<file path="config.mk">
export PLATFORM = sky130hd
export DESIGN_NAME = teh_mac
export DESIGN_NICKNAME = d
export VERILOG_FILES = /design/src/design/teh_pkg.sv /design/src/design/teh_mac.sv
export SDC_FILE = /design/constraint.sdc
export NUM_CORES = 1
export LEC_CHECK = 0
export ABC_CLOCK_PERIOD_IN_PS = 4740
export BUFFER_PORTS_ARGS = -buffer_cell sky130_fd_sc_hd__buf_2
export CAP_MARGIN = 15
export CELL_PAD_IN_SITES_DETAIL_PLACEMENT = 0
export CELL_PAD_IN_SITES_GLOBAL_PLACEMENT = 2
export CORE_ASPECT_RATIO = 1.2
export CORE_UTILIZATION = 37
export DETAILED_ROUTE_END_ITERATION = 10
export PLACE_DENSITY = 0.81
export SYNTH_ARGS = -nofsm -noshare
export SYNTH_HDL_FRONTEND = slang
export SYNTH_SLANG_ARGS = --single-unit
</file>
<file path="constraint.sdc">
create_clock -name clk -period 4.74 [get_ports clk]
set_input_delay 0.948 -clock clk [delete_from_list [all_inputs] [get_ports clk]]
set_output_delay 0.948 -clock clk [all_outputs]
set_load 0.01 [all_outputs]
</file>
<file path="src/design/teh_pkg.sv">
// ----------------------------------------------------------------------------
// teh_pkg - shared types and constants
// Field widths, command and select codes, and the sequencer state type of the
// transfer entropy joint histogram unit.
// ----------------------------------------------------------------------------
package teh_pkg;

	// histogram depths, fixed by the widths of the result codes
	localparam int STATE_BINS     = 4096;
	localparam int HISTORY_BINS   = 256;
	localparam int SOURCE_BINS    = 1024;
	localparam int PREDICATE_BINS = 1024;

	localparam int STATE_AW     = $clog2(STATE_BINS);
	localparam int HISTORY_AW   = $clog2(HISTORY_BINS);
	localparam int SOURCE_AW    = $clog2(SOURCE_BINS);
	localparam int PREDICATE_AW = $clog2(PREDICATE_BINS);

	// request fields
	localparam int CMD_W     = 2;
	localparam int SYM_W     = 8;
	localparam int SEL_W     = 2;
	localparam int BIN_IDX_W = 12;

	// result fields
	localparam int STATE_CODE_W = 12;
	localparam int HIST_CODE_W  = 8;
	localparam int SRC_CODE_W   = 10;
	localparam int PRED_CODE_W  = 10;
	localparam int BIN_COUNT_W  = 32;

	// stream packing
	localparam int IN_DATA_W  = 32;
	localparam int IN_USER_W  = CMD_W;
	localparam int OUT_USER_W = 1;
	localparam int OUT_USED_W = 1 + STATE_CODE_W + HIST_CODE_W + SRC_CODE_W + PRED_CODE_W
		+ BIN_COUNT_W;
	localparam int OUT_DATA_W = ((OUT_USED_W + 7) / 8) * 8;
	localparam int OUT_PAD_W  = OUT_DATA_W - OUT_USED_W;
	localparam int BIN_LSB    = OUT_USED_W - BIN_COUNT_W;

	// configuration
	localparam int CFG_W     = 3;
	localparam int CFG_IDX_W = 1;
	localparam int BASE_W    = 3;
	localparam int K_W       = 3;
	localparam int SEEN_W    = 3;
	localparam int STEP_W    = 4;

	typedef enum logic [CFG_IDX_W-1:0] {
		REG_BASE    = 1'd0,
		REG_HISTORY = 1'd1
	} reg_idx_t;

	typedef enum logic [CMD_W-1:0] {
		CMD_SAMPLE = 2'd0,
		CMD_READ   = 2'd1,
		CMD_CLEAR  = 2'd2,
		CMD_NONE   = 2'd3
	} cmd_t;

	typedef enum logic [SEL_W-1:0] {
		HIST_STATE     = 2'd0,
		HIST_HISTORY   = 2'd1,
		HIST_SOURCE    = 2'd2,
		HIST_PREDICATE = 2'd3
	} hist_sel_t;

	// Horner chains run one after the other through the shared unit
	typedef enum logic [1:0] {
		CH_HISTORY   = 2'd0,
		CH_PREDICATE = 2'd1,
		CH_SOURCE    = 2'd2,
		CH_STATE     = 2'd3
	} chain_t;

	typedef enum logic [2:0] {
		ST_CLEAR  = 3'd0,
		ST_IDLE   = 3'd1,
		ST_CODE   = 3'd2,
		ST_READ   = 3'd3,
		ST_UPDATE = 3'd4,
		ST_DONE   = 3'd5
	} state_t;

	typedef struct packed {
		logic step;
		logic first;
	} mac_ctrl_t;

endpackage

</file>
<file path="src/design/teh_mac.sv">
// ----------------------------------------------------------------------------
// teh_mac - shared multiply-add unit
// One Horner step per cycle while ctrl.step is high: acc <= acc * base + digit.
// ----------------------------------------------------------------------------
module teh_mac import teh_pkg::*; #(
	parameter int ACC_W = 12,
	parameter int DIG_W = 2
) (
	input  logic              clk,
	input  mac_ctrl_t         ctrl,
	input  logic [BASE_W-1:0] base,
	input  logic [DIG_W-1:0]  digit,
	output logic [ACC_W-1:0]  sum
);

	localparam int PROD_W = ACC_W + BASE_W;

	logic [ACC_W-1:0]  acc_q;
	logic [ACC_W-1:0]  acc_in;
	logic [PROD_W-1:0] prod;

	// first step of a chain starts from zero
	assign acc_in = ctrl.first ? '0 : acc_q;
	assign prod   = PROD_W'(acc_in) * PROD_W'(base);
	assign sum    = ACC_W'(prod + PROD_W'(digit));

	always_ff @(posedge clk) begin
		if (ctrl.step) begin
			acc_q <= sum;
		end
	end

endmodule

</file>
Word-level counts from Yosys, hierarchy flattened
Index checks and enable logic that the tools add are counted.

cells by class
  $mul = 1
  muxes and demuxes = 1
  $add $sub $neg = 1

operator list
  operator                                       number
  12-bit by 2-bit adder with 12-bit output       1
  12-bit by 3-bit multiplier with 12-bit output  1
  12-bit two-way mux                             1

word-level totals
  logic and storage cells = 4
  input bits = 8
  register bits = 12

Logic depth before layout (Yosys ltp)
Gate-level depths: netlist of run 1.

  word-level depth = 3
  gate-level depth with buffers = 11
  gate-level depth less buffers = 11

Worst setup path after synthesis of run 1
Ideal clock, no wire load.

  path type = input to output
  start = input port base[1]
  end = output port sum[11]
  arrival = 3553 ps
  required time = 3792 ps
  cell stages on the path = 10
  slack = 239 ps
  cells stage by stage = nor2b_1 -> and2_1 -> fa_1 -> ha_1 -> fa_1 -> a211oi_1 -> nor2_1 -> o31a_1 -> o22ai_1 -> xnor2_1

between the ends
  word-level cells in the longest chain between the ends = 2

ends and longest elaborated chain
  item                                           RTL line       text
  from (decl)                                    teh_mac.sv:11  input logic [BASE_W-1:0] base,
  12-bit by 3-bit multiplier with 12-bit output  teh_mac.sv:24  assign prod = PROD_W'(acc_in) * PROD_W'(base);
  12-bit by 2-bit adder with 12-bit output       teh_mac.sv:25  assign sum = ACC_W'(prod + PROD_W'(digit));
  to (decl)                                      teh_mac.sv:13  output logic [ACC_W-1:0] sum

Every way passes these cells.

Worst setup path after layout of run 1
  start = input port base[0]
  end = output port sum[8]

The elaborated chain is that of the path after synthesis.

==> summary.log, run 1 <==
qor: run_status.run_status complete, no violations
qor: die.horizontal_extent_of_the_die 58.7 um
qor: worst_setup_path.critPathCaptureType primary output
qor: place.port-buffer-count 19
qor: finish.final_util 0.513
qor: yosys.synth-edff-count 12
qor: routing.routed_wl 3120 um
qor: worst_setup_path.worstSetupPathType input port to primary output
qor: routing.detailed_routing_iteration_count_for_the_pre_antenna_repair_pass 5
qor: timing.hold-worst-slack 0.746 ns
qor: yosys.synthDominantAreaCellType sky130_fd_sc_hd__edfxtp_1
qor: clock_network.clockBufferDepth 2
qor: clock_network.cts_root_buf sky130_fd_sc_hd__clkbuf_8
qor: clock_network.cts_made_buffers 3
qor: yosys.synthesis.yosys.warnings 0
qor: worst_setup_path.crit_path_frequent_cell sky130_fd_sc_hd__buf_2
qor: worst_setup_path.critPathSlowestCell sky130_fd_sc_hd__fa_1
qor: power_and_ir_drop.static-leakage-power 0.972 nW
qor: finish.post_route_cells_drive_above_1_share 0.345
qor: clock_network.clkSlewWorstSetupHoldPaths 0.05 ns
qor: die.ioPinCount 20
qor: timing.max_slew_margin 0.772
qor: die.row_count 24
qor: yosys.synth_cell_types 28
qor: die.core_area 3660 um^2
qor: global_route.globalRoute.totalOverflow 0
qor: die.floorplan.die_area 4110 um^2
qor: worst_hold_path.worst_hold_path_type register to register
qor: routing.detailroute.wirelength.met2 1550 um
qor: die.initial_utilization 0.389
qor: clock_network.tritoncts_clock_tree done
qor: timing.fin_crit_sh 0.967
qor: clock_network.ctsHtreeMaxLevel 1
qor: finish.syn_to_layout_area_delta 31.8%
qor: power_and_ir_drop.peakVddDrop 0.000128 V
qor: yosys.yosys_register_bits 12
qor: clock_network.clock_sinks 12
qor: yosys.netlist.area_leader.share 0.253
qor: die.die_height 70.0 um
qor: yosys.synth_ff_type sky130_fd_sc_hd__edfxtp_1
qor: worst_setup_path.path_cells buf_2, nor2b_4, buf_4, and2_1, fa_1, ha_1, ha_2, o21ai_1, o21bai_2, a2111oi_4, nor3_2, xor2_1, buf_2
qor: worst_setup_path.crit_path_max_fanout 5
qor: power_and_ir_drop.powerDensity 245 nW/um^2
qor: worst_setup_path.startpoint_type input port
qor: finish.regMostFlops acc_q
qor: yosys.synthTopCellsByArea sky130_fd_sc_hd__edfxtp_1 25%, sky130_fd_sc_hd__ha_1 19%, sky130_fd_sc_hd__fa_1 14%
qor: yosys.post_synth_most_frequent_cells 30 x sky130_fd_sc_hd__and2_1, 22 x sky130_fd_sc_hd__ha_1, 12 x sky130_fd_sc_hd__edfxtp_1
qor: worst_setup_path.worst_ep_required_time 3.79 ns
qor: routing.top_layer met4
qor: routing.mean_number_of_vias_per_cell 4.97
qor: flow_run.max_cap_viol_count 0
qor: global_route.grt_pass1_vias 1187
qor: timing.finClkSkew 0.00597 ns
qor: timing.timing.final.hold_violations 0
qor: worst_setup_path.worst_path_largest_cell_delay 0.50 ns
qor: yosys.yosysSeqAreaShare 0.253
qor: global_route.pin_count_of_the_biggest_net_entering_global_routing 13
qor: timing.setup_viol 0
qor: timing.post-route-min-period 4.58 ns
qor: yosys.synthesis.nets 174
qor: place.detailed_place_hpwl 2440 um
qor: global_route.grt_antenna_before_repair 0
qor: yosys.post_synth_inst_count 134
qor: timing.maxSlewViolCount 0
qor: timing.max_clock_freq 218 MHz
qor: global_route.gr_util_all_layers 0.171
qor: routing.wire_per_inst 13.6 um
qor: timing.max_slew.worst_pin.slew 0.342 ns
qor: worst_setup_path.worst-endpoint-arrival 3.64 ns
qor: finish.layout_top_registers acc_q x12
qor: routing.routed_wl_met3 97 um
qor: yosys.synth_area 1430 um^2
qor: clock_network.clk_latency 0.24 ns
qor: finish.diodes 0
qor: yosys.synth.avg_cell_area 10.6 um^2
qor: routing.wirelength_met1 1380 um
qor: yosys.synth_most_common_cell sky130_fd_sc_hd__and2_1
qor: routing.detail_route.iter0.violations 48
qor: routing.drc_violation_count_after_routing 0
qor: finish.num-nets-final 218
qor: routing.route.antenna.remaining_nets 0
qor: routing.num_vias 1139
qor: yosys.synthArstFlopShare 0
qor: finish.largest_register_ffs 12
qor: place.routabilityCongestion 0.757
qor: global_route.grt_pass1_wl 5400 um
## power breakdown
part	internal, mW	switching [mW]	total, mW	leakage (nW)
registers	0.140	0.00950	0.149	0.121
logic	0.106	0.109	0.215	0.828
clock network	0.0572	0.0392	0.0964	0.0231
## cell type report
class / instances / area, um^2
Clock buffer: 3 / 41.3
Clock inverter: 1 / 3.75
Timing Repair Buffer: 39 / 248
Inverter: 1 / 3.75
Tap cell: 52 / 65.1
Fill cell: 346 / 1780
Sequential cell: 12 / 360
Multi-Input combinational cell: 121 / 1160
## critical path: cells and delay by family
| kind | cells | cell delay [ns] |
|---|---|---|
| AND/OR/NAND/NOR | 3 | 0.38 |
| XOR/XNOR | 1 | 0.19 |
| AO/OA/AOI/OAI | 3 | 0.59 |
| adder cells (fa/ha/maj) | 3 | 1.13 |
| buffers and inverters | 3 | 0.40 |
## cells by family (layout without fill, tap and decap cells)
group                      after synthesis  after routing  share of synthesized area
muxes                                    1              1                    0.00702
DFF                                     12             12                      0.253
adders and majority gates               32             32                      0.333
xor gates and xnor gates                10             10                     0.0614
buffers and inverters                    2             44                    0.00526
and+or+nand+nor                         52             53                      0.211
AOI/OAI and AO/OA                       25             25                      0.129
## placed cells by master, fill, tap and decap left out, drive strengths merged, types with 6 or more instances in the layout
| cell | netlist | final |
|---|---|---|
| buf | 0 | 39 |
| and2 | 30 | 30 |
| ha | 22 | 22 |
| edfxtp | 12 | 12 |
| fa | 10 | 10 |
| a21oi | 7 | 7 |
| nor2 | 6 | 6 |
| xnor2 | 6 | 6 |
| nor2b | 5 | 6 |
## per-layer routing
metal  vias to the layer above  GRT usage
li1                        570          -
met5                         -          0
met4                         0     0.0847
met2                        23      0.275
met1                       537      0.231
met3                         9     0.0111
## final timing paths
check | start | endpoint | slack (ns) | cells past startpoint
worst max-delay path | base[0] | sum[8] | 0.16 | 13
worst min-delay path | acc_q[0] | acc_q[0] | 0.75 | 2
worst max register to register | acc_q[0] | acc_q[8] | 1.61 | 11
worst min register to register | acc_q[0] | acc_q[0] | 0.75 | 2
## through the flow
stage | TNS [ns] | area (um^2) | std cells | setup WS, ns | total power, mW
global placement | -1.17 | 1690 | 218 | -0.296 | 0.344
detailed placement | -1.25 | 1690 | 218 | -0.380 | 0.346
global route | -0.0172 | 1880 | 229 | -0.0172 | 0.496
CTS | 0 | 1800 | 226 | 0.00524 | 0.449
floorplan | 0 | 1430 | 134 | 0.239 | 0.267
finish | 0 | 1880 | 229 | 0.156 | 0.461
## timing repair
item,4_1_cts,5_1_grt
pin swaps,1,8
endpoints found under the setup margin,6,5
gates cloned,1,0
buffers inserted,3,3
hold buffers,0,0
resized for setup,8,12
Power figures use the tool's default switching activity.
==> inputs of run 2 (changes only) <==
Settings changed: ABC_AREA set to 1, ABC_CLOCK_PERIOD_IN_PS 4740 to not set, CORE_UTILIZATION 37 to 34, PLACE_DENSITY 0.81 to 0.82, SKIP_CTS_REPAIR_TIMING set to 1.
==> run 2 against run 1 <==
Net effect:
- non-clock buffer count is 20 lower
- utilization is 10 points lower
- maximum frequency is 1.3% higher
- clock-buffer cell count stayed put
- global-route usage is 2.1 points lower
- combinational power is 16% lower
- synthesized area is 0.35% higher
- die area is 8.9% higher
- final area is 13% lower
- critical path type unchanged
- sequential share of layout area is 2.8 points higher
==> summary.log, run 2 <==
qor: yosys.post_synth_inst_count 178
qor: routing.detailroute.wirelength.met2 1620 um
qor: timing.fin_crit_sh 0.955
qor: timing.post-route-min-period 4.52 ns
qor: worst_setup_path.critPathCaptureType primary output
qor: power_and_ir_drop.static-leakage-power 0.915 nW
qor: yosys.yosys_register_bits 12
qor: routing.top_layer met4
qor: routing.mean_number_of_vias_per_cell 4.81
qor: global_route.gr_util_all_layers 0.151
qor: timing.hold-worst-slack 0.746 ns
qor: worst_hold_path.worst_hold_path_type register to register
qor: global_route.grt_antenna_before_repair 0
qor: timing.timing.final.hold_violations 0
qor: clock_network.clk_latency 0.25 ns
qor: finish.layout_top_registers acc_q x12
qor: clock_network.clkSlewWorstSetupHoldPaths 0.06 ns
qor: routing.wire_per_inst 12.3 um
qor: die.horizontal_extent_of_the_die 61.2 um
qor: clock_network.clock_sinks 12
qor: die.core_area 3970 um^2
qor: finish.largest_register_ffs 12
qor: timing.max_clock_freq 221 MHz
qor: timing.maxSlewViolCount 0
qor: place.port-buffer-count 19
qor: clock_network.clockBufferDepth 2
qor: die.floorplan.die_area 4470 um^2
qor: yosys.synth-edff-count 12
qor: routing.wirelength_met1 1370 um
qor: worst_setup_path.startpoint_type input port
qor: timing.max_slew_margin 0.808
qor: die.die_height 73.1 um
qor: yosys.synthesis.nets 218
qor: finish.post_route_cells_drive_above_1_share 0.166
qor: finish.diodes 0
qor: finish.regMostFlops acc_q
qor: yosys.synth_ff_type sky130_fd_sc_hd__edfxtp_1
qor: worst_setup_path.crit_path_max_fanout 11
qor: place.detailed_place_hpwl 2650 um
qor: routing.routed_wl 3110 um
qor: clock_network.cts_root_buf sky130_fd_sc_hd__clkbuf_8
qor: yosys.synthDominantAreaCellType sky130_fd_sc_hd__edfxtp_1
qor: yosys.yosysSeqAreaShare 0.252
qor: global_route.grt_pass1_vias 1169
qor: power_and_ir_drop.powerDensity 257 nW/um^2
qor: run_status.run_status complete, no violations
qor: worst_setup_path.worstSetupPathType input port to primary output
qor: finish.num-nets-final 241
qor: finish.fill_cells 434
qor: timing.max_slew.worst_pin.slew 0.289 ns
qor: yosys.synth.avg_cell_area 8.04 um^2
qor: die.ioPinCount 20
qor: timing.rsz0062_at_grt no
qor: die.initial_utilization 0.360
qor: global_route.grt_pass1_wl 4970 um
qor: global_route.pin_count_of_the_biggest_net_entering_global_routing 13
qor: global_route.globalRoute.totalOverflow 0
qor: worst_setup_path.worst_ep_required_time 3.79 ns
qor: yosys.synth_most_common_cell sky130_fd_sc_hd__nand2_1
qor: timing.final_critical_path_setup_slack 0.215 ns
qor: finish.most-common-layout-cells 35 x sky130_fd_sc_hd__nand2_1, 32 x sky130_fd_sc_hd__nor2_1, 24 x sky130_fd_sc_hd__inv_1
qor: routing.num_vias 1218
qor: finish.layout_commonest_cell sky130_fd_sc_hd__nand2_1
qor: routing.detail_route.iter0.violations 32
qor: worst_setup_path.worst-endpoint-arrival 3.58 ns
qor: yosys.synthArstFlopShare 0
qor: routing.drc_violation_count_after_routing 0
qor: clock_network.tritoncts_clock_tree done
qor: place.routabilityCongestion 0.817
qor: yosys.synthTopCellsByArea sky130_fd_sc_hd__edfxtp_1 25%, sky130_fd_sc_hd__ha_1 19%, sky130_fd_sc_hd__fa_1 14%
qor: finish.syn_to_layout_area_delta 14.7%
qor: power_and_ir_drop.peakVddDrop 0.000101 V
qor: timing.final.setup.tns 0 ns
qor: die.row_count 25
qor: power_and_ir_drop.total_power 422 uW
qor: timing.finClkSkew 0.00400 ns
qor: yosys.synth_area 1430 um^2
qor: yosys.synth_cell_types 22
qor: place.preCtsSetupSlack 0.0689 ns
qor: yosys.netlist.area_leader.share 0.252
qor: flow_run.max_cap_viol_count 0
qor: timing.setup_viol 0
qor: clock_network.cts_made_buffers 3
qor: routing.route.antenna.remaining_nets 0
qor: clock_network.ctsHtreeMaxLevel 1
qor: yosys.synthesis.yosys.warnings 0
qor: routing.detailed_routing_iteration_count_for_the_pre_antenna_repair_pass 4
qor: routing.routed_wl_met3 54 um
qor: yosys.post_synth_most_frequent_cells 38 x sky130_fd_sc_hd__nand2_1, 33 x sky130_fd_sc_hd__nor2_1, 24 x sky130_fd_sc_hd__inv_1
-- run 2: changes by cell type in the layout (fill, tap and decap cells not counted), moves of 10 or more --
cell                      before  now
sky130_fd_sc_hd__and2_1       30    0
sky130_fd_sc_hd__buf_4        21    0
sky130_fd_sc_hd__inv_1         1   24
sky130_fd_sc_hd__nand2_1       4   35
sky130_fd_sc_hd__nand3_1       0   10
sky130_fd_sc_hd__nor2_1        6   32
-- run 2: cell type report --
cell class,instances,area [um^2],area share
clock buffers,3,41.3,0.0252
flip-flops and latches,12,360,0.220
multi-input cells,137,972,0.592
inverters,28,105,0.0640
well taps,54,67.6,0.0412
repair buffers,19,95.1,0.0579
-- run 2: routing by layer --
layer | vias up | GRT usage
met5 | - | 0
met2 | 23 | 0.258
met1 | 571 | 0.192
met3 | 7 | 0.00532
li1 | 617 | -
met4 | 0 | 0.0707
-- run 2: logic make-up after synthesis --
| family | after synthesis | share of synthesized area |
|---|---|---|
| buffers and inverters | 29 | 0.0760 |
| and+or+nand+nor | 86 | 0.246 |
| DFF | 12 | 0.252 |
| xor gates and xnor gates | 7 | 0.0428 |
| AOI/OAI and AO/OA | 12 | 0.0516 |
| adders and majority gates | 32 | 0.332 |
-- run 2: report_power, final --
part,switching (mW),internal [mW]
registers,0.00566,0.140
logic,0.113,0.0674
clock network,0.0401,0.0562
-- run 2: worst paths after layout --
kind | to | start | slack, ns | cells past startpoint
setup reg to reg | acc_q[11] | acc_q[3] | 1.98 | 15
hold reg to reg | acc_q[0] | acc_q[0] | 0.75 | 3
setup / recovery | sum[11] | ctrl[0] | 0.22 | 12
hold / removal | acc_q[0] | acc_q[0] | 0.75 | 3
-- run 2: critical path, cell delays in order --
cell,delay [ns]
sky130_fd_sc_hd__buf_2,0.10
sky130_fd_sc_hd__inv_2,0.11
sky130_fd_sc_hd__nand2_2,0.17
sky130_fd_sc_hd__nor2_1,0.17
sky130_fd_sc_hd__fa_1,0.45
sky130_fd_sc_hd__ha_1,0.36
sky130_fd_sc_hd__fa_1,0.55
sky130_fd_sc_hd__and3_1,0.24
sky130_fd_sc_hd__nor2_1,0.16
sky130_fd_sc_hd__nand3_1,0.10
sky130_fd_sc_hd__nand2_1,0.08
sky130_fd_sc_hd__buf_2,0.13
-- run 2: per-stage QoR --
step	cells	utilization	instance area, um^2
after CTS	253	0.411	1630
after global routing	253	0.413	1640
after global placement	250	0.400	1590
after floorplan	178	-	1430
after detailed placement	250	0.400	1590
final	253	0.413	1640
